==> src/hw/rtl/ppm_pulse_decoder_assert.svh <==
// Assertion macros shared by the decoder modules.
`ifndef PPM_PULSE_DECODER_ASSERT_SVH
`define PPM_PULSE_DECODER_ASSERT_SVH
`ifndef SYNTHESIS
`define PPM_ASSERT_IMPL(label, clk, rst_n, ante, cons) \
	label: assert property (@(posedge clk) disable iff (!rst_n) (ante) |-> (cons)) \
		else $error("assertion failed");
`define PPM_ASSERT_NEXT(label, clk, rst_n, ante, cons) \
	label: assert property (@(posedge clk) disable iff (!rst_n) (ante) |=> (cons)) \
		else $error("assertion failed");
`else
`define PPM_ASSERT_IMPL(label, clk, rst_n, ante, cons)
`define PPM_ASSERT_NEXT(label, clk, rst_n, ante, cons)
`endif
`endif

==> src/hw/rtl/ppm_pkg.sv <==
// Shared types and constants of the pulse-position decoder.
package ppm_pkg;
	localparam int CHANNEL_COUNT_DEF = 6;
	localparam int SAMPLE_BITS_DEF   = 16;
	localparam int FRACTION_BITS_DEF = 8;
	localparam int COUNT_BITS_DEF    = 24;
	localparam int CFG_BITS          = 24;
	localparam int VALUE_BITS        = 25;
	localparam int INDEX_BITS        = 3;

	localparam logic [1:0] REG_SYNC   = 2'd0;
	localparam logic [1:0] REG_CENTER = 2'd1;
	localparam logic [1:0] REG_HIGH   = 2'd2;
	localparam logic [1:0] REG_STEP   = 2'd3;

	typedef enum logic [2:0] {
		ST_IDLE,
		ST_PREP,
		ST_DIV,
		ST_EDGE,
		ST_OUT
	} ctrl_state_t;

	// Controller to datapath.
	typedef struct packed {
		logic load;
		logic prep;
		logic div_start;
		logic div_step;
		logic edge_upd;
	} dp_cmd_t;

	// Datapath to controller.
	typedef struct packed {
		logic err;
		logic div_done;
	} dp_status_t;
endpackage

==> src/hw/rtl/ppm_ctrl.sv <==
// Controller state machine of the decoder.
module ppm_ctrl
	import ppm_pkg::*;
(
	input  logic       clk,
	input  logic       arst_n,
	input  logic       in_valid,
	output logic       in_ready,
	output logic       out_valid,
	input  logic       out_ready,
	input  dp_status_t status,
	output dp_cmd_t    cmd
);
	`include "ppm_pulse_decoder_assert.svh"
	ctrl_state_t state_q, state_n;

	always_ff @(posedge clk or negedge arst_n) begin
		if (!arst_n) state_q <= ST_IDLE;
		else state_q <= state_n;
	end

	always_comb begin
		state_n = state_q;
		unique case (state_q)
			ST_IDLE: if (in_valid) state_n = ST_PREP;
			ST_PREP: state_n = status.err ? ST_OUT : ST_DIV;
			ST_DIV: if (status.div_done) state_n = ST_EDGE;
			ST_EDGE: state_n = ST_OUT;
			ST_OUT: if (out_ready) state_n = ST_IDLE;
			default: state_n = ST_IDLE;
		endcase
	end

	always_comb begin
		in_ready      = (state_q == ST_IDLE);
		out_valid     = (state_q == ST_OUT);
		cmd.load      = (state_q == ST_IDLE) && in_valid;
		cmd.prep      = (state_q == ST_PREP) && !status.err;
		cmd.div_start = (state_q == ST_PREP);
		cmd.div_step  = (state_q == ST_DIV) && !status.div_done;
		cmd.edge_upd  = (state_q == ST_EDGE);
	end

	`PPM_ASSERT_IMPL(a_no_both, clk, arst_n, in_ready, !out_valid)
	`PPM_ASSERT_NEXT(a_load_prep, clk, arst_n, cmd.load, state_q == ST_PREP)
	`PPM_ASSERT_NEXT(a_out_hold, clk, arst_n, out_valid && !out_ready, out_valid)
endmodule

==> config.mk <==
export PLATFORM = sky130hd
export DESIGN_NAME = ppm_ctrl
export DESIGN_NICKNAME = d
export VERILOG_FILES = /design/src/hw/rtl/ppm_pkg.sv /design/src/hw/rtl/ppm_ctrl.sv
export VERILOG_INCLUDE_DIRS = /design/src /design/src/hw/rtl
export SDC_FILE = /design/constraint.sdc
export NUM_CORES = 1
export LEC_CHECK = 0
export BUFFER_PORTS_ARGS = -buffer_cell sky130_fd_sc_hd__buf_2
export CORE_AREA = 2 2 39 41
export CTS_CLUSTER_DIAMETER = 60
export DETAILED_ROUTE_END_ITERATION = 10
export DIE_AREA = 0 0 41 43
export GPL_TIMING_DRIVEN = 0
export PLACE_DENSITY = 0.44
export SYNTH_ARGS = -nofsm -noshare
export SYNTH_HDL_FRONTEND = slang
export SYNTH_SLANG_ARGS = --single-unit
==> constraint.sdc <==
create_clock -name clk -period 1.4 [get_ports clk]
set_input_delay 0.35 -clock clk [delete_from_list [all_inputs] [get_ports clk]]
set_output_delay 0.35 -clock clk [all_outputs]
set_load 0.05 [all_outputs]
After elaboration in Yosys (flattened, before gate mapping)
Cells that the tools add are included.
{"block": "op_classes", "eq_ne": 7, "n_mux": 5, "reduce_logical": 7}
{"operator": "one-hot mux 3 bit (5 select lines)", "n": 1}
{"operator": "two-way mux 3 bit", "n": 4}
{"operator": "equality test 3 x 2 -> 1 bit (second input constant)", "n": 2}
{"operator": "inequality test 2 bit (second input constant)", "n": 2}
{"operator": "equality test 3 x 1 -> 1 bit (second input constant)", "n": 1}
{"operator": "equality test 3 bit (second input constant)", "n": 1}
{"operator": "logical AND 1 bit", "n": 3}
{"operator": "zero test 3 bit", "n": 1}
{"operator": "AND reduction 3 bit", "n": 1}
{"operator": "zero test 1 bit", "n": 2}
{"operator": "inequality test 2 x 1 -> 1 bit (second input constant)", "n": 1}
{"block": "word_totals", "output_inout_bits": 7, "input_bits": 6, "register_bits": 3}

Logic depth before layout (Yosys ltp)
Gate-level depths: netlist of run 1.
{"block": "depth", "ltp_word": 3, "mapped_depth": 3, "ltp_nobuf": 2}

Worst setup path after synthesis of run 1
Ideal clock, no wire load.
{"block": "synth_path", "path_kind": "reg2out", "from": "register state_q[2]", "to": "output cmd[4] (netlist bit)", "slack_ps": -1145, "path_buffers": 1, "stages_incl_launch_ff": 4, "required_ps": 1050, "t_arrival_ps": 2195, "cell_sequence": "dfrtp_1 buf_4 nor3_1 and2_1"}
{"element": "start: declaration", "line": "ppm_ctrl.sv:15", "source": "ctrl_state_t state_q, state_n;"}
{"element": "start signal: assignment", "line": "ppm_ctrl.sv:19", "source": "else state_q <= state_n;"}
{"element": "end: declaration", "line": "ppm_ctrl.sv:12", "source": "output dp_cmd_t cmd"}

==> out/qor.txt, run 1 <==
status: complete, but fails checks
violated checks: setup timing
Yosys reg bits: 3
complex-gate fraction of the synthesized area: 0.0412
Worst Hold Class: primary input to register
area leader, netlist: dfrtp_1
I/O Buffers: 12
multiplexer area fraction after synthesis: 0.0471
Post-Route WL: 609 um
maximum clock rate: 628 MHz
reg2reg path depth: 5
largest net degree at the start of global routing: 10
initial DRC count: 0
worst-skew pair later-pin latency: 0.23 ns
layout cell share with drive strength beyond 1: 0.700
Core ar.: 1380 um2
period utilization: 1.14
CTS tree: yes
WS Path Type: register to output port
Worst slew margin: 0.838
antenna fix cells: 0
Mapped Area: 213 um2
Final setup viols: 7
Top Ports: 13
Post-Syn Nets: 26
Final min period: 1.59 ns
overall power: 1.22 mW
Final Cell Area: 437 um2
sequential area share after synthesis: 0.353
largest family of logic cells by synthesized area: simple AND/OR/NAND/NOR gates
drc violations: 0
Vias: 227
clock transition at the registers of the reported paths: 0.04 ns
final net count: 47
antenna viol nets, final: 0
max FFs per register: 3
Lkg Pwr: 0.203 nW
dominant cells by area after synthesis: dfrtp_1 (35%), nor4b_4 (11%), nor3b_1 (11%), buf_6 (5.3%), mux2i_1 (4.7%)
VDD IR max: 1.49 mV
setup slack after layout: -0.191 ns
Setup crit start kind: register
most frequent cells in the layout: buf_6 (7), buf_2 (6), clkbuf_4 (3), buf_4 (3)
grt ovf: 0
Total GRT Usage: 0.0923
WL/cell: 10.9 um
Distinct cells, synth: 15
Final TNS setup: -1.05 ns
Core Rows: 14
Top reg by flops: state_q
hold path cells: 3
Yosys top cell area share: 0.353
Die ar.: 1760 um2
Clock Sinks: 3
Initial Utilization: 0.154
DR pass1 iterations: 1
vias in the first global route: 238
Ys Warns: 0
TritonCTS buffer count: 3
unrepaired setup endpoints after global routing: true
simple-gate share of the synthesized area: 0.453
CTS root buffer: clkbuf_4
max-cap violations: 0
Die Wd: 41 um
initial antenna violation count: 0
H-Tree Level Count: 1
final hold violations: 0
largest registers: state_q x3
Cell Area, Placed: 337 um2
XOR/XNOR Fraction of Synth Area: 0
post-layout util: 0.316
Worst Skew: 0.000936 ns
most common cell after layout, fill and taps aside: buf_6
global-route wire length before repair: 1040 um
clock buffer depth: 2
Critical Path AT: 1.24 ns
Cells after Synth: 20
synthesized-area fraction occupied by adder cells: 0
CP endpoint kind: output port
Cell Pwr Density: 2800 nW/um2
Worst Max-Slew Pin Slew: 0.242 ns
vias per cell: 4.05
die height: 43 um
worst reg2reg setup slack: 0.29 ns
gpl congestion: 0.621
HPWL after DPL: 413 um
crit-path max FO: 8
Mean Syn Cell Area: 10.6 um2
area grow syn2layout: 105%
Critical Path RT: 1.05 ns
final max-slew violation count: 0
synthesized netlist by cell type:
cell type,instances
and2_1,1
and3b_1,1
buf_4,1
buf_6,1
dfrtp_1,3
inv_1,1
mux2i_1,1
nand2b_1,1
nor2_1,1
nor3_1,2
nor3b_1,3
nor4b_1,1
nor4b_4,1
o2bb2ai_1,1
or2_2,1
through the flow:
stage | hold WS, ns | std cells | setup slack (ns)
2_1_floorplan | 0.0544 | 20 | -0.270
3_3_place_gp | 0.145 | 48 | -0.0259
3_5_place_dp | 0.150 | 48 | -0.0312
4_1_cts | 0.382 | 55 | -0.194
5_1_grt | 0.399 | 56 | -0.243
6_report | 0.384 | 56 | -0.191
worst max-delay path, cell delays in order (launching register included):
cell	delay (ns)
dfrtp_1	0.36
buf_6	0.14
nor4b_4	0.31
buf_6	0.20
where the power goes:
| part | switching [mW] | internal, mW |
|---|---|---|
| sequential | 0.0592 | 0.130 |
| combinational | 0.509 | 0.374 |
| clock | 0.0447 | 0.107 |
| total | 0.613 | 0.611 |
cells by family (layout without fill, tap and decap cells):
logic type / count (synthesis) / after routing
muxes: 1 / 1
DFF: 3 / 3
and+or+nand+nor: 12 / 12
buffers and inverters: 3 / 23
AOI/OAI and AO/OA: 1 / 1
final timing paths:
path	start	endpoint
min in group asynchronous	arst_n	state_q[2]
worst max register to register	state_q[1]	state_q[0]
worst min-delay path	out_ready	state_q[2]
worst min register to register	state_q[0]	state_q[0]
max in group asynchronous	arst_n	state_q[0]
worst max-delay path	state_q[1]	cmd[3]
layout make-up:
cell class                      instances  area (um2)
Sequential cell                         3        76.3
Clock buffer                            4        26.3
Inverter                                1        3.75
Buffer                                  2        22.5
Tap cell                               16        20.0
Timing Repair Buffer                   16         134
Multi-Input combinational cell         14         154
Fill cell                             148         947
repair_timing:
item / 4_1_cts / 5_1_grt
endpoints found under the setup margin: 7 / 7
resized for setup: 13 / 0
pin swaps: 1 / 2
setup buffers: 2 / 1
hold buffers: 1 / 0
endpoints found under the hold margin: 3 / 0
cloned: 0 / 0
layer usage:
metal  up-vias  part of all wire  global-route usage
met2        11              0.48               0.106
met1       106              0.42               0.125
met3         0             0.099              0.0366
li1        110                 -                   -
met4         0                 0              0.0800
met5         -                 0                   0
Power figures use the tool's default switching activity.
==> run 2: changes to the inputs <==
==> constraint.sdc (replaced) <==
create_clock -name clk -period 1.7 [get_ports clk]
set_input_delay 0.425 -clock clk [delete_from_list [all_inputs] [get_ports clk]]
set_output_delay 0.425 -clock clk [all_outputs]
set_load 0.05 [all_outputs]
==> out/qor.txt, run 2 (synthesis results as in run 1) <==
most common cell after layout, fill and taps aside: buf_2
status: complete, no violations
I/O Buffers: 12 (unchanged)
unrepaired setup endpoints after global routing: true
clock buffer depth: 2 (unchanged)
CP endpoint kind: output port
drc violations: 0 (unchanged)
HPWL after DPL: 381 um (-7.6%)
Final Cell Area: 409 um2 (-6.3%)
reg2reg path depth: 2 (-3)
area grow syn2layout: 92.4%
worst-skew pair later-pin latency: 0.23 ns (about the same)
Worst Hold Class: primary input to register
Core Rows: 14 (unchanged)
Final min period: 1.67 ns
setup slack after layout: 0.0286 ns (+0.220 ns)
CTS root buffer: clkbuf_4
largest net degree at the start of global routing: 10 (unchanged)
WL met2: 278 um (-4.8%)
WL met3: 49 um (-18%)
Top Ports: 13 (unchanged)
worst reg2reg setup slack: 0.65 ns (+0.36 ns)
max-cap violations: 0 (unchanged)
Critical Path Sink: cmd[4]
CTS tree: yes
maximum clock rate: 598 MHz
vias in the first global route: 216 (-9.2%)
initial DRC count: 5 (+5)
WL/cell: 10.5 um (-3.4%)
fin cells: 54 (-3.6%)
Top reg by flops: state_q
antenna fix cells: 0 (unchanged)
hold path cells: 3 (unchanged)
die height: 43 um (unchanged)
global-route wire length before repair: 883 um (-15%)
Clock Sinks: 3 (unchanged)
Worst Skew: 0.00256 ns (+0.00163 ns)
largest registers: state_q x3
highest routed layer: met3
Final TNS setup: 0 ns (+1.05 ns)
antenna viol nets, final: 0 (unchanged)
Post-Route WL: 567 um (-6.9%)
Setup crit start kind: register
crit-path max FO: 9 (+1)
Vias: 219 (-3.5%)
Seq. cell area: 76.3 um2 (unchanged)
Critical Path RT: 1.27 ns (+0.22 ns)
CP Launch Point: state_q[1]
fillcell total: 155 (+4.7%)
Total GRT Usage: 0.0785 (-0.0137)
WS Path Type: register to output port
Die Wd: 41 um (unchanged)
met1 wire length: 239 um (-7.0%)
Worst slew margin: 0.836 (-0.00232)
period utilization: 0.983
initial antenna violation count: 0 (unchanged)
Final setup viols: 0 (-7)
TritonCTS buffer count: 3 (unchanged)
Core ar.: 1380 um2 (unchanged)
Critical Path AT: 1.25 ns (about the same)
Post-Place Cells: 48 (unchanged)
gpl congestion: 0.611 (-1.7%)
Cell Area, Placed: 320 um2 (-4.8%)
Worst Max-Slew Pin Slew: 0.248 ns (+0.00621 ns)
layout cell share with drive strength beyond 1: 0.684 (-0.0158)
pre-CTS WS: 0.160 ns (+0.191 ns)
RR Startpoint: state_q[0]
H-Tree Level Count: 1 (unchanged)
RR Endpoint: state_q[1]
final max-slew violation count: 0 (unchanged)
vias per cell: 4.06 (about the same)
Die ar.: 1760 um2 (unchanged)
area occupied by multi-input gates: 154 um2 (unchanged)
DR pass1 iterations: 3 (+2)
grt ovf: 0 (unchanged)
most frequent cells in the layout: buf_2 (8), buf_6 (5), clkbuf_4 (3)
final hold violations: 0 (unchanged)
max FFs per register: 3 (unchanged)
clock transition at the registers of the reported paths: 0.04 ns (about the same)
final net count: 45 (-4.3%)
Initial Utilization: 0.154 (unchanged)
run 2: layout make-up:
type,instances,area share
plain buffers,2,0.0550
clock buffers,4,0.0642
inverters,1,0.00917
multi-input cells,14,0.376
flip-flops and latches,3,0.187
well taps,16,0.0489
repair buffers,14,0.260
run 2: repair_timing:
item,4_1_cts,5_1_grt
gates resized for setup,6,8
buffers inserted,0,1
setup endpoints to repair,4,7
hold buffers,1,0
endpoints found under the hold margin,3,0
pin swaps,0,4
run 2: worst max-delay path, cell delays in order (launching register included):
cell and delay (ns):
dfrtp_1 0.37, buf_6 0.15, nor3_4 0.19, and2_4 0.17, buf_8 0.13
run 2: metrics by stage:
stage	hold slack, ns	utilization
2_1_floorplan	0.129	-
3_3_place_gp	0.221	0.231
3_5_place_dp	0.223	0.231
4_1_cts	0.457	0.269
5_1_grt	0.473	0.296
6_report	0.461	0.296
run 2: worst min-delay path by stage:
stage / startpoint / end / slack, ns
2_1_floorplan: arst_n / state_q[0] / 0.13
3_3_place_gp: arst_n / state_q[1] / 0.22
3_5_place_dp: arst_n / state_q[1] / 0.22
4_1_cts: out_ready / state_q[2] / 0.46
5_1_grt: out_ready / state_q[2] / 0.47
6_report: out_ready / state_q[2] / 0.46
run 2: metal layers:
| layer | GRT usage | up-vias |
|---|---|---|
| met4 | 0.0600 | 0 |
| met2 | 0.100 | 11 |
| li1 | - | 105 |
| met1 | 0.0909 | 103 |
| met3 | 0.0471 | 0 |
| met5 | 0 | - |
Power of run 2 is left out: the tool's default activity adds up to more than one toggle a clock period on the data nets, which glitch-free logic cannot reach.
==> run 3: changes to the inputs <==
==> constraint.sdc (replaced) <==
create_clock -name clk -period 1.7 [get_ports clk]
set_input_delay 0.17 -clock clk [delete_from_list [all_inputs] [get_ports clk]]
set_output_delay 0.17 -clock clk [all_outputs]
set_load 0.05 [all_outputs]
==> out/qor.txt, run 3 (synthesis results as in run 1) <==
status: complete, no violations
period utilization: 0.895 (-0.0886)
unrepaired setup endpoints after global routing: false
antenna fix cells: 0 (unchanged)
crit-path max FO: 9 (unchanged)
pre-CTS WS: 0.415 ns (+0.255 ns)
CP delay by family, top: buffers and inverters
CTS tree: yes
Total GRT Usage: 0.0723 (-0.00626)
worst-skew pair later-pin latency: 0.24 ns (about the same)
WS Path Type: register to output port
initial antenna violation count: 0 (unchanged)
hold path cells: 3 (unchanged)
worst reg2reg setup slack: 0.63 ns (-0.02 ns)
Die Wd: 41 um (unchanged)
Hold WS: 0.186 ns (-0.275 ns)
H-Tree Level Count: 1 (unchanged)
Final setup viols: 0 (unchanged)
Worst Max-Slew Pin Slew: 0.320 ns (+0.0715 ns)
max-cap violations: 0 (unchanged)
vias per cell: 4.04 (-0.44%)
Initial Utilization: 0.154 (unchanged)
TritonCTS buffer count: 3 (unchanged)
Worst Hold Class: primary input to register
largest registers: state_q x3
Top reg by flops: state_q
most frequent cells in the layout: buf_2 (12), clkbuf_4 (3), dfrtp_1 (3), nor3b_1 (2)
Vias: 214 (-2.3%)
final hold violations: 0 (unchanged)
Critical Path RT: 1.53 ns (+0.26 ns)
Post-Route WL: 523 um (-7.8%)
CP endpoint kind: output port
drc violations: 0 (unchanged)
antenna viol nets, final: 0 (unchanged)
area grow syn2layout: 62.4%
Final min period: 1.52 ns (-0.151 ns)
area occupied by multi-input gates: 131 um2 (-15%)
Seq. cell area: 75.1 um2 (-1.6%)
Critical-path top delay cell: dfrtp_1
Resized cells post-CTS: 0 (-6)
gpl congestion: 0.647 (+6.0%)
Worst Skew: 0.00271 ns (+0.000145 ns)
maximum clock rate: 658 MHz (+9.9%)
DR pass1 iterations: 2 (-1)
Core Rows: 14 (unchanged)
Setup crit start kind: register
CTS root buffer: clkbuf_4
HPWL after DPL: 362 um (-5.1%)
max FFs per register: 3 (unchanged)
Top Ports: 13 (unchanged)
I/O Buffers: 12 (unchanged)
grt ovf: 0 (unchanged)
final max-slew violation count: 0 (unchanged)
Worst slew margin: 0.787 (-0.0488)
clock buffer depth: 2 (unchanged)
CP max stage delay: 0.35 ns (-0.02 ns)
Core ar.: 1380 um2 (unchanged)
hold endpoint: state_q[2]
WL/cell: 9.87 um (-6.0%)
reg2reg path depth: 2 (unchanged)
largest net degree at the start of global routing: 10 (unchanged)
global-route wire length before repair: 800 um (-9.4%)
RR Startpoint: state_q[0]
Clock Sinks: 3 (unchanged)
hold buffers post-CTS: 1 (unchanged)
Final TNS setup: 0 ns (unchanged)
Die ar.: 1760 um2 (unchanged)
CP Cell Sequence: buf_4 -> nor4b_4 -> buf_2
setup slack after layout: 0.179 ns (+0.151 ns)
layout cell share with drive strength beyond 1: 0.595 (-0.0896)
fillcell total: 160 (+3.2%)
initial DRC count: 1 (-4)
crit path buf inv count: 2 (unchanged)
Critical Path AT: 1.35 ns (+0.10 ns)
vias in the first global route: 210 (-2.8%)
most common cell after layout, fill and taps aside: buf_2
die height: 43 um (unchanged)
clock transition at the registers of the reported paths: 0.04 ns (about the same)
Post-CTS Setup Inserts: 0 (unchanged)
final net count: 44 (-2.2%)
hold_sp: out_ready
RR Endpoint: state_q[1]
run 3: cell count changes in the layout (fill, tap and decap cells not counted), sizes merged:
cell  previous run  this run
buf             15        14
run 3: layer usage:
layer	wire [um]	global-route usage	vias to the layer above
met1	211	0.0836	96
met3	61	0.0209	2
met4	19	0.100	0
li1	-	-	104
met2	231	0.0844	12
met5	0	0	-
run 3: how the worst max path moves through the flow:
stage | startpoint | endpoint | cells after the start
final | state_q[2] | cmd[3] | 3
after global routing | state_q[0] | cmd[3] | 2
after CTS | state_q[2] | cmd[3] | 3
after detailed placement | state_q[0] | cmd[3] | 2
after global placement | state_q[2] | cmd[3] | 3
after floorplan | state_q[2] | cmd[4] | 3
run 3: area by class of cell:
cell class / count / share of cell area
flip-flops and latches: 3 / 0.217
inverters: 1 / 0.0109
repair buffers: 13 / 0.203
plain buffers: 2 / 0.0543
clock buffers: 4 / 0.0761
multi-input cells: 14 / 0.380
well taps: 16 / 0.0580
run 3: worst register-to-register path: stages (launching register included):
cell	delay [ns]
dfrtp_1	0.48
nor4b_4	0.18
or2_2	0.29
run 3: stage by stage:
stage / instance area [um2] / util / instances
final: 345 / 0.250 / 53
after global routing: 345 / 0.250 / 53
after CTS: 345 / 0.250 / 53
after detailed placement: 309 / 0.223 / 48
after global placement: 309 / 0.223 / 48
after floorplan: 229 / - / 20
Power of run 3 is left out for the same reason.
