--- config.mk ---
export PLATFORM = sky130hd
export DESIGN_NAME = ppm_dp
export DESIGN_NICKNAME = d
export VERILOG_FILES = /design/src/hw/rtl/ppm_pkg.sv /design/src/hw/rtl/ppm_dp.sv
export VERILOG_INCLUDE_DIRS = /design/src /design/src/hw/rtl
export SDC_FILE = /design/constraint.sdc
export NUM_CORES = 2
export LEC_CHECK = 0
export BUFFER_PORTS_ARGS = -buffer_cell sky130_fd_sc_hd__buf_4
export CORE_ASPECT_RATIO = 1.4
export CORE_MARGIN = 2
export CORE_UTILIZATION = 26
export CTS_BUF_LIST = sky130_fd_sc_hd__clkbuf_4 sky130_fd_sc_hd__clkbuf_8
export DETAILED_ROUTE_END_ITERATION = 10
export GPL_ROUTABILITY_DRIVEN = 1
export PLACE_DENSITY = 0.46
export SYNTH_ARGS = -nofsm -noshare
export SYNTH_HDL_FRONTEND = slang
export SYNTH_SLANG_ARGS = --single-unit
--- constraint.sdc ---
create_clock -name clk -period 18.7 [get_ports clk]
set_clock_uncertainty 0.2 [all_clocks]
set_input_delay 3.74 -clock clk [delete_from_list [all_inputs] [get_ports clk]]
set_output_delay 3.74 -clock clk [all_outputs]
set_load 0.02 [all_outputs]
--- src/hw/rtl/ppm_pulse_decoder_assert.svh ---
// Assertion macros shared by the decoder modules.
`ifndef PPM_PULSE_DECODER_ASSERT_SVH
`define PPM_PULSE_DECODER_ASSERT_SVH
`ifndef SYNTHESIS
`define PPM_ASSERT_IMPL(label, clk, rst_n, ante, cons) \
	label: assert property (@(posedge clk) disable iff (!rst_n) (ante) |-> (cons)) \
		else $error("assertion failed");
`define PPM_ASSERT_NEXT(label, clk, rst_n, ante, cons) \
	label: assert property (@(posedge clk) disable iff (!rst_n) (ante) |=> (cons)) \
		else $error("assertion failed");
`else
`define PPM_ASSERT_IMPL(label, clk, rst_n, ante, cons)
`define PPM_ASSERT_NEXT(label, clk, rst_n, ante, cons)
`endif
`endif

--- src/hw/rtl/ppm_pkg.sv ---
// Shared types and constants of the pulse-position decoder.
package ppm_pkg;
	localparam int CHANNEL_COUNT_DEF = 6;
	localparam int SAMPLE_BITS_DEF   = 16;
	localparam int FRACTION_BITS_DEF = 8;
	localparam int COUNT_BITS_DEF    = 24;
	localparam int CFG_BITS          = 24;
	localparam int VALUE_BITS        = 25;
	localparam int INDEX_BITS        = 3;

	localparam logic [1:0] REG_SYNC   = 2'd0;
	localparam logic [1:0] REG_CENTER = 2'd1;
	localparam logic [1:0] REG_HIGH   = 2'd2;
	localparam logic [1:0] REG_STEP   = 2'd3;

	typedef enum logic [2:0] {
		ST_IDLE,
		ST_PREP,
		ST_DIV,
		ST_EDGE,
		ST_OUT
	} ctrl_state_t;

	// Controller to datapath.
	typedef struct packed {
		logic load;
		logic prep;
		logic div_start;
		logic div_step;
		logic edge_upd;
	} dp_cmd_t;

	// Datapath to controller.
	typedef struct packed {
		logic err;
		logic div_done;
	} dp_status_t;
endpackage

--- src/hw/rtl/ppm_dp.sv ---
// Datapath: extremes, flags, serial divider and edge measurements.
module ppm_dp
	import ppm_pkg::*;
#(
	parameter int CHANNEL_COUNT = CHANNEL_COUNT_DEF,
	parameter int SAMPLE_BITS   = SAMPLE_BITS_DEF,
	parameter int FRACTION_BITS = FRACTION_BITS_DEF,
	parameter int COUNT_BITS    = COUNT_BITS_DEF
)(
	input  logic                          clk,
	input  logic                          arst_n,
	input  dp_cmd_t                       cmd,
	output dp_status_t                    status,
	input  logic signed [SAMPLE_BITS-1:0] in_sample,
	input  logic                          in_err,
	input  logic [CFG_BITS-1:0]           sync_q,
	input  logic [CFG_BITS-1:0]           center_q,
	input  logic [14:0]                   high_q,
	input  logic [15:0]                   step_q,
	output logic                          o_valid,
	output logic [INDEX_BITS-1:0]         o_index,
	output logic signed [VALUE_BITS-1:0]  o_value,
	output logic                          o_clip,
	output logic                          o_low
);
	localparam int SW = SAMPLE_BITS + 3;      // doubled sums and differences
	localparam int TW = COUNT_BITS + FRACTION_BITS + 2;
	localparam int NW = SW + FRACTION_BITS;
	localparam int PW = (CHANNEL_COUNT > 1) ? $clog2(CHANNEL_COUNT) : 1;
	localparam int DCW = $clog2(FRACTION_BITS + SW + 1);
	localparam logic [COUNT_BITS-1:0] CMAX = '1;

	logic signed [SAMPLE_BITS-1:0] smp_q, min_q, max_q, prev_q;
	logic                          err_q, clip_q, low_q;
	logic [COUNT_BITS-1:0]         cnt_q [2];
	logic signed [TW-1:0]          start_q [2];
	logic [PW-1:0]                 ptr_q [2];
	logic                          pv_q [2];
	logic signed [VALUE_BITS-1:0]  store_q [CHANNEL_COUNT];
	logic                          rise_q, fall_q;
	logic [NW-1:0]                 quo_q, rem_q;
	logic [SW-1:0]                 den_q;
	logic [DCW-1:0]                dcnt_q;

	logic signed [SAMPLE_BITS-1:0] nmin, nmax;
	logic signed [SW-1:0]          thr2, v1x2, v0x2, num2, den2;
	logic signed [SAMPLE_BITS:0]   diff, mag;

	assign status.err      = err_q;
	assign status.div_done = (dcnt_q == '0);

	always_comb begin
		nmin = (smp_q < min_q) ? smp_q : min_q;
		nmax = (smp_q > max_q) ? smp_q : max_q;
		thr2 = SW'(nmin) + SW'(nmax);
		v1x2 = SW'(smp_q) <<< 1;
		v0x2 = SW'(prev_q) <<< 1;
		num2 = thr2 - v1x2;
		den2 = v1x2 - v0x2;
		diff = (SAMPLE_BITS+1)'(smp_q) - (SAMPLE_BITS+1)'(prev_q);
		mag  = smp_q[SAMPLE_BITS-1] ? -(SAMPLE_BITS+1)'(smp_q) : (SAMPLE_BITS+1)'(smp_q);
	end

	// Restoring divider, one quotient bit per cycle.
	logic [NW:0] trial;
	assign trial = {rem_q[NW-2:0], quo_q[NW-1]} - (NW+1)'(den_q);

	// Edge measurement arithmetic for whichever edge fired.
	logic                 e;
	logic signed [TW-1:0] off, trig, gap, v;
	logic signed [VALUE_BITS-1:0] vs;
	logic signed [VALUE_BITS:0]   msum;
	always_comb begin
		e    = fall_q;
		off  = -TW'(quo_q);
		trig = $signed({2'b00, cnt_q[e], {FRACTION_BITS{1'b0}}}) + off;
		gap  = trig - start_q[e];
		v    = gap - $signed(TW'(center_q));
		if (v > TW'(2**(VALUE_BITS-1)-1)) vs = {1'b0, {(VALUE_BITS-1){1'b1}}};
		else if (v < -TW'(2**(VALUE_BITS-1))) vs = {1'b1, {(VALUE_BITS-1){1'b0}}};
		else vs = v[VALUE_BITS-1:0];
		msum = (VALUE_BITS+1)'(store_q[ptr_q[1]]) + (VALUE_BITS+1)'(vs);
	end

	always_ff @(posedge clk or negedge arst_n) begin
		if (!arst_n) begin
			min_q <= {1'b0, {(SAMPLE_BITS-1){1'b1}}};
			max_q <= {1'b1, {(SAMPLE_BITS-1){1'b0}}};
			prev_q <= '0; clip_q <= 1'b0; low_q <= 1'b0;
			for (int i = 0; i < 2; i++) begin
				cnt_q[i] <= '0; start_q[i] <= '0; ptr_q[i] <= '0; pv_q[i] <= 1'b0;
			end
			for (int i = 0; i < CHANNEL_COUNT; i++) store_q[i] <= '0;
			dcnt_q <= '0; o_valid <= 1'b0;
			smp_q <= '0; err_q <= 1'b0; o_index <= '0; o_value <= '0;
			rise_q <= 1'b0; fall_q <= 1'b0; quo_q <= '0; rem_q <= '0; den_q <= '0;
		end else begin
			if (cmd.load) begin
				smp_q <= in_sample; err_q <= in_err; o_valid <= 1'b0;
				o_index <= '0; o_value <= '0;
				if (in_err)
					for (int i = 0; i < 2; i++) begin
						cnt_q[i] <= '0; start_q[i] <= '0; ptr_q[i] <= '0; pv_q[i] <= 1'b0;
					end
			end
			if (cmd.div_start) begin
				rise_q <= (v0x2 <= thr2) && (v1x2 > thr2);
				fall_q <= (v0x2 >= thr2) && (v1x2 < thr2);
				quo_q  <= NW'(num2[SW-1] ? -num2 : num2) << FRACTION_BITS;
				rem_q  <= '0;
				den_q  <= den2[SW-1] ? -den2 : den2;
				dcnt_q <= ((v0x2 <= thr2) && (v1x2 > thr2)) ||
				          ((v0x2 >= thr2) && (v1x2 < thr2)) ? DCW'(NW) : '0;
			end
			if (cmd.prep) begin
				min_q <= nmin; max_q <= nmax; prev_q <= smp_q;
				if (mag >= $signed({2'b0, high_q})) clip_q <= 1'b1;
				if (diff >= $signed({1'b0, step_q})) low_q <= 1'b1;
			end
			if (cmd.div_step) begin
				dcnt_q <= dcnt_q - 1'b1;
				if (!trial[NW]) begin
					rem_q <= trial[NW-1:0];
					quo_q <= {quo_q[NW-2:0], 1'b1};
				end else begin
					rem_q <= {rem_q[NW-2:0], quo_q[NW-1]};
					quo_q <= {quo_q[NW-2:0], 1'b0};
				end
			end
			if (cmd.edge_upd) begin
				if (rise_q || fall_q) begin
					if (gap > $signed(TW'(sync_q))) begin
						ptr_q[e] <= '0; pv_q[e] <= 1'b1; start_q[e] <= off;
					end else begin
						start_q[e] <= trig;
						if (pv_q[e]) begin
							if (!e) store_q[ptr_q[0]] <= vs;
							else begin
								o_valid <= 1'b1;
								o_index <= INDEX_BITS'(ptr_q[1]);
								o_value <= msum[VALUE_BITS:1] +
								           VALUE_BITS'(msum[VALUE_BITS] & msum[0]);
							end
							if (32'(ptr_q[e]) == CHANNEL_COUNT - 1) begin
								ptr_q[e] <= '0; pv_q[e] <= 1'b0;
							end else ptr_q[e] <= ptr_q[e] + 1'b1;
						end
					end
				end
				for (int i = 0; i < 2; i++)
					if (cnt_q[i] != CMAX && !((rise_q || fall_q) && e == i[0]
					    && gap > $signed(TW'(sync_q))))
						cnt_q[i] <= cnt_q[i] + 1'b1;
					else if ((rise_q || fall_q) && e == i[0] && gap > $signed(TW'(sync_q)))
						cnt_q[i] <= COUNT_BITS'(1);
			end
		end
	end

	assign o_clip = clip_q;
	assign o_low  = low_q;

	`include "ppm_pulse_decoder_assert.svh"
	`PPM_ASSERT_IMPL(a_one_edge, clk, arst_n, cmd.edge_upd, !(rise_q && fall_q))
	`PPM_ASSERT_NEXT(a_order, clk, arst_n, cmd.prep, min_q <= max_q)
	`PPM_ASSERT_IMPL(a_ptr_range, clk, arst_n, 1'b1, (32'(ptr_q[0]) < CHANNEL_COUNT) && (32'(ptr_q[1]) < CHANNEL_COUNT))
endmodule

-- Word-level counts from Yosys, hierarchy flattened
Cells that the tools add are included.
- flip-flop bits (word level): 449
- bits of input ports: 103
- output and inout port bits: 33
- word-level logic and storage cells: 184
- $add $sub $neg: 18
- order comparisons: 16
- equality and inequality tests: 3
- mux-type cells: 87
- bitwise logic cells: 11
- reduce and logical (&&, ||, !) cells: 19
- operator list (operator ; count):
    68-bit two-way mux ; 5
    25-bit two-way mux ; 11
    24-bit two-way mux ; 7
    150-bit bitwise mux ; 1
    48-bit two-way mux ; 3
    68-bit bitwise mux ; 2
    34-bit two-way mux ; 4
    26-bit two-way mux ; 3
    25-bit binary-select mux with 3-bit select ; 1
    25-bit demux with 3-bit select ; 1
    27-bit two-way mux ; 2
    24-bit by 1-bit adder with 24-bit output, second input constant ; 2
    24-bit inequality test, second input constant ; 2
    6-bit two-way mux ; 7
    19-bit two-way mux ; 2
    18-bit negation with 19-bit output ; 2
    17-bit by 17-bit subtractor with 18-bit output ; 2
    33-bit by 34-bit adder with 34-bit output ; 1
    34-bit demux with 1-bit select ; 1
    17-bit greater-or-equal comparator ; 2
    34-bit by 25-bit > comparator with 1-bit output ; 1
    34-bit by 25-bit > comparator with 1-bit output, second input constant ; 1
    34-bit by 25-bit < comparator with 1-bit output, second input constant ; 1
    27-bit negation with 34-bit output ; 1
    other kinds (46) ; 89

-- Depth between registers and ports, before layout
- depth in word-level cells: 18
- mapped depth: 69
- depth with buffers taken out: 66

-- Least setup slack after synthesis
OpenSTA, ideal clock, no wires.
- path type: register to register
- start point: register fall_q, in the netlist e
- end point: register o_value[24]
- arrival: 13.688 ns
- setup slack: 4.720 ns
- cell stages (with the launch flop): 65
- buffers on the path: 7
- cells stage by stage: dfrtp_1 > buf_2 > buf_2 > clkbuf_1 > buf_1 > buf_1 > mux2_2 > ha_1 > fa_1 > xor2_1 > ha_1 > o21ai_0 > nor2_1 > o41ai_1 > a31oi_1 > xor2_1 > ha_1 > and3_1 > (+29 left out) > buf_6 > a41o_1 > a31o_1 > a21o_1 > a2111o_1 > o21ai_1 > and2_1 > ha_1 > ha_1 > nand3_1 > nor3_1 > and3_1 > nand3b_1 > nor3_2 > and4_1 > nor3b_2 > a31oi_1 > o31ai_2
- cells in the longest elaborated chain, start to end: 18
- ends and longest elaborated chain (item ; line ; text):
    start: declaration ; ppm_dp.sv:40 ; logic rise_q, fall_q;
    start signal: assignment ; ppm_dp.sv:108 ; fall_q <= (v0x2 >= thr2) && (v1x2 < thr2);
    1-bit NOT with 2-bit output (implied by the code) * ; ppm_dp.sv:76, ppm_dp.sv:77 ;
    24-bit two-way mux (implied by the code) (3 in a row) ; ppm_dp.sv:76 ; trig = $signed({2'b00, cnt_q[e], {FRACTION_BITS{1'b0}}}) + off;
    33-bit by 34-bit adder with 34-bit output ; ppm_dp.sv:76 ;
    34-bit subtractor * ; ppm_dp.sv:77 ; gap = trig - start_q[e];
    34-bit by 25-bit subtractor with 34-bit output * ; ppm_dp.sv:78 ; v = gap - $signed(TW'(center_q));
    34-bit by 25-bit < comparator with 1-bit output ; ppm_dp.sv:80 ; else if (v < -TW'(2**(VALUE_BITS-1))) vs = {1'b1, {(VALUE_BITS-1){1'b0}}};
    25-bit two-way mux ; ppm_dp.sv:80 ;
    25-bit two-way mux * ; ppm_dp.sv:79 ; if (v > TW'(2**(VALUE_BITS-1)-1)) vs = {1'b0, {(VALUE_BITS-1){1'b1}}};
    named net vs[24] ; ppm_dp.sv:71 ; logic signed [VALUE_BITS-1:0] vs;
    25-bit by 25-bit adder with 26-bit output * ; ppm_dp.sv:82 ; msum = (VALUE_BITS+1)'(store_q[ptr_q[1]]) + (VALUE_BITS+1)'(vs);
    1-bit bitwise AND ; ppm_dp.sv:142 ; VALUE_BITS'(msum[VALUE_BITS] & msum[0]);
    25-bit by 1-bit adder with 25-bit output * ; ppm_dp.sv:141 ; o_value <= msum[VALUE_BITS:1] +
    25-bit two-way mux * ; ppm_dp.sv:137 ; if (!e) store_q[ptr_q[0]] <= vs;
    25-bit two-way mux * ; ppm_dp.sv:136 ; if (pv_q[e]) begin
    25-bit two-way mux * ; ppm_dp.sv:132 ; if (gap > $signed(TW'(sync_q))) begin
    25-bit two-way mux * ; ppm_dp.sv:131 ; if (rise_q || fall_q) begin
    25-bit two-way mux * ; ppm_dp.sv:130 ; if (cmd.edge_upd) begin
    end signal: assignment ; ppm_dp.sv:141 ;
    end: declaration ; ppm_dp.sv:22 ; output logic signed [VALUE_BITS-1:0] o_value,
The timed path passes the listed nets; every way through them passes the cells marked *. The select of a mux whose other input is x is not followed.
A chain may end at the register's enable or synchronous reset.

-- Final worst setup path
- start point: register quo_q[7]
- end point: register o_value[21]
- cells in the longest elaborated chain, start to end: 15
- ends and longest elaborated chain (item ; line ; text):
    start: declaration ; ppm_dp.sv:41 ; logic [NW-1:0] quo_q, rem_q;
    start signal: assignment ; ppm_dp.sv:109 ; quo_q <= NW'(num2[SW-1] ? -num2 : num2) << FRACTION_BITS;
    start signal: assignment ; ppm_dp.sv:124 ; quo_q <= {quo_q[NW-2:0], 1'b1};
    start signal: assignment ; ppm_dp.sv:127 ; quo_q <= {quo_q[NW-2:0], 1'b0};
    27-bit negation with 34-bit output * ; ppm_dp.sv:75 ; off = -TW'(quo_q);
    33-bit by 34-bit adder with 34-bit output * ; ppm_dp.sv:76 ;
    34-bit subtractor * ; ppm_dp.sv:77 ;
    34-bit by 25-bit subtractor with 34-bit output * ; ppm_dp.sv:78 ;
    34-bit by 25-bit < comparator with 1-bit output ; ppm_dp.sv:80 ;
    25-bit two-way mux ; ppm_dp.sv:80 ;
    25-bit two-way mux * ; ppm_dp.sv:79 ;
    named net vs[24] ; ppm_dp.sv:71 ;
    25-bit by 25-bit adder with 26-bit output * ; ppm_dp.sv:82 ;
    1-bit bitwise AND * ; ppm_dp.sv:142 ;
    25-bit by 1-bit adder with 25-bit output * ; ppm_dp.sv:141 ;
    25-bit two-way mux * ; ppm_dp.sv:137 ;
    25-bit two-way mux * ; ppm_dp.sv:136 ;
    25-bit two-way mux * ; ppm_dp.sv:132 ;
    25-bit two-way mux * ; ppm_dp.sv:131 ;
    25-bit two-way mux * ; ppm_dp.sv:130 ;
The timed path passes the listed nets; every way through them passes the cells marked *.

==> flow_summary.ini <==
[status]
status = finished clean

[clock_tree]
cts.reportedPaths.clkPinSlew_ns = 0.06
cts-hold-fix-buffers = 0
ctsResizeCount = 0
clock_latency_ns = 0.76
cts_tree = built
clock-sinks = 448
cts_root_buffer = clkbuf_8
clockBufferDepth = 3
htreeDepth = 3
cts_inserted_buffers = 90
cts_setup_buffers = 0

[worst_setup_path]
worstPathRequired_ns = 19.11
crit_fanout = 19
critPathLaunchType = register
slowest_stage = nor4_1
critPathMaxStageDelay_ns = 0.74
cp.arrival_ns = 16.48
worstSetupEndpointType = register
worst-setup-path-type = register to register

[synthesis]
synthTopCellsByArea = dfrtp_1 32%, ha_1 10%, o21ai_0 7.3%, nand2_1 4.5%, xnor2_1 3.9%
synth_edf_count = 0
synth_fp_nets = 4315
synth-seq-cells = 448
synth_warnings = 0
postSynth.asyncResetShare = 1.00
synthFlopType = dfrtp_1
syn_area_um2 = 33900
avgSynthCellArea_um2 = 8.63
yosysTopAreaCellShare = 0.319
yosysTopAreaCell = dfrtp_1
seq_area_frac_synth = 0.332
syn_inst = 3924
synth_cell_types = 110

[cells_and_area]
drive_above_1_share = 0.130
final_common_cell = o21ai_0
finalNetCount = 4416
mostFrequentLayoutCells = 492 x o21ai_0, 430 x dfrtp_1, 400 x nand2_1, 301 x inv_1, 281 x ha_1
synthToLayoutAreaGrowth_pct = 14.4

[sta]
min_period_ns = 16.07
rsz0062_at_grt = no
setup_viol = 0
period_share = 0.860
setup_tns_ns = 0
slew_viol_final = 0
worst_slew_pin_slew_ns = 1.03
slew_headroom = 0.311
hold_violations = 0
fmax_mhz = 62.2

[routing]
wl_met2_um = 55300
drt_wl_total_um = 106000
vias = 28300
via_per_inst = 4.85
drtAntennaViolNets = 0
drt-initial-drc-count = 1693
drc = 0
dr.pass1.iters = 6
wl_per_cell_um = 18.1
top_layer = met4
drt-met1-wl_um = 43000
wl_met3_um = 3560

[floorplan]
fp.dieArea_um2 = 133000
ios = 136
coreArea_um2 = 129000
rows = 156
start_util = 0.262
die_x_um = 309
die_h_um = 431

[global_routing]
grt_max_degree = 142
grt_antenna_before_repair = 2
grt_pass1_wl_um = 166000
grt_use_total = 0.159
overflow = 0
first_global_vias = 29100

[job]
cap_violations = 0

[placement]
port-buffer-count = 135
place_congestion = 0.866
place_hpwl_um = 78800

[min_path]
hp-class = register to register
-- layout make-up --
cell class | count | area, um^2
fillers | 13900 | 90500
clock inverters | 15 | 166
inverters | 303 | 1140
well taps | 1738 | 2170
flip-flops and latches | 448 | 11200
diodes | 1 | 2.50
clock buffers | 145 | 1800
multi-input cells | 3012 | 20900
repair buffers | 170 | 1300
-- flip-flops by register name, indices dropped and copies added, names as in the netlist, 16 cells and up --
register  count
max_q        16
rem_q        26
den_q        18
min_q        16
smp_q        16
cnt_q        48
quo_q        27
start_q      68
prev_q       16
store_q     150
o_value      25
-- Yosys cell counts (26+ instances only) --
cell type,count
mux2i_1,99
a21o_1,78
mux2_2,97
o21ai_0,493
ha_1,281
nand3b_1,38
dfrtp_1,432
nand3_1,96
o21bai_1,33
and3_1,58
and2_1,30
a21oi_1,253
nand2_1,403
nand2b_1,62
nor2_1,255
nor2b_1,52
nor3_1,41
inv_1,301
xnor2_1,152
o211ai_1,26
clkbuf_1,132
nand4_1,29
xor2_1,77
-- routing by layer --
metal | track usage | up-vias
li1 | - | 14000
met1 | 0.180 | 13600
met2 | 0.297 | 531
met3 | 0.0201 | 181
met4 | 0.0674 | 0
met5 | 0 | -
-- logic make-up after synthesis --
kind of cell             after synthesis  share of synthesized area
AO/OA/AOI/OAI                       1103                      0.196
XOR/XNOR                             241                     0.0666
adder cells (fa/ha/maj)              294                      0.110
buffers and inverters                464                     0.0524
flip-flops                           448                      0.332
multiplexers                         224                     0.0792
AND/OR/NAND/NOR                     1150                      0.165
-- path summary, 6_finish.rpt --
path / start / end / slack [ns] / depth (start not counted)
min: o_clip / o_clip / 0.26 / 1
max in group asynchronous: arst_n / store_q[54] / 12.71 / 4
max reg2reg: quo_q[7] / o_value[21] / 2.63 / 60
min reg2reg: o_clip / o_clip / 0.26 / 1
min in group asynchronous: arst_n / max_q[2] / 2.78 / 1
max: quo_q[7] / o_value[21] / 2.63 / 60
-- critical path, delay by kind of cell (launching register included) --
| family | cells | cell delay, ns |
|---|---|---|
| DFF | 1 | 0.43 |
| buffers and inverters | 2 | 0.34 |
| adders and majority gates | 6 | 1.80 |
| AOI/OAI and AO/OA | 24 | 5.98 |
| xor gates and xnor gates | 5 | 1.17 |
| and+or+nand+nor | 23 | 5.96 |
-- stage by stage --
stage | worst slack, ns | instance area (um^2) | util | cells | hold WS [ns]
global placement | 2.71 | 36800 | 0.285 | 5671 | 0.247
global route | 1.15 | 38700 | 0.300 | 5832 | 0.284
finish | 2.63 | 38700 | 0.300 | 5832 | 0.262
detailed placement | 2.64 | 36800 | 0.285 | 5671 | 0.250
CTS | 2.57 | 38700 | 0.300 | 5831 | 0.265
floorplan | 4.72 | 33900 | - | 3924 | 0.244
Power is not shown: default switching activity piles up to over one toggle a cycle in this logic, so the estimate is an artifact.
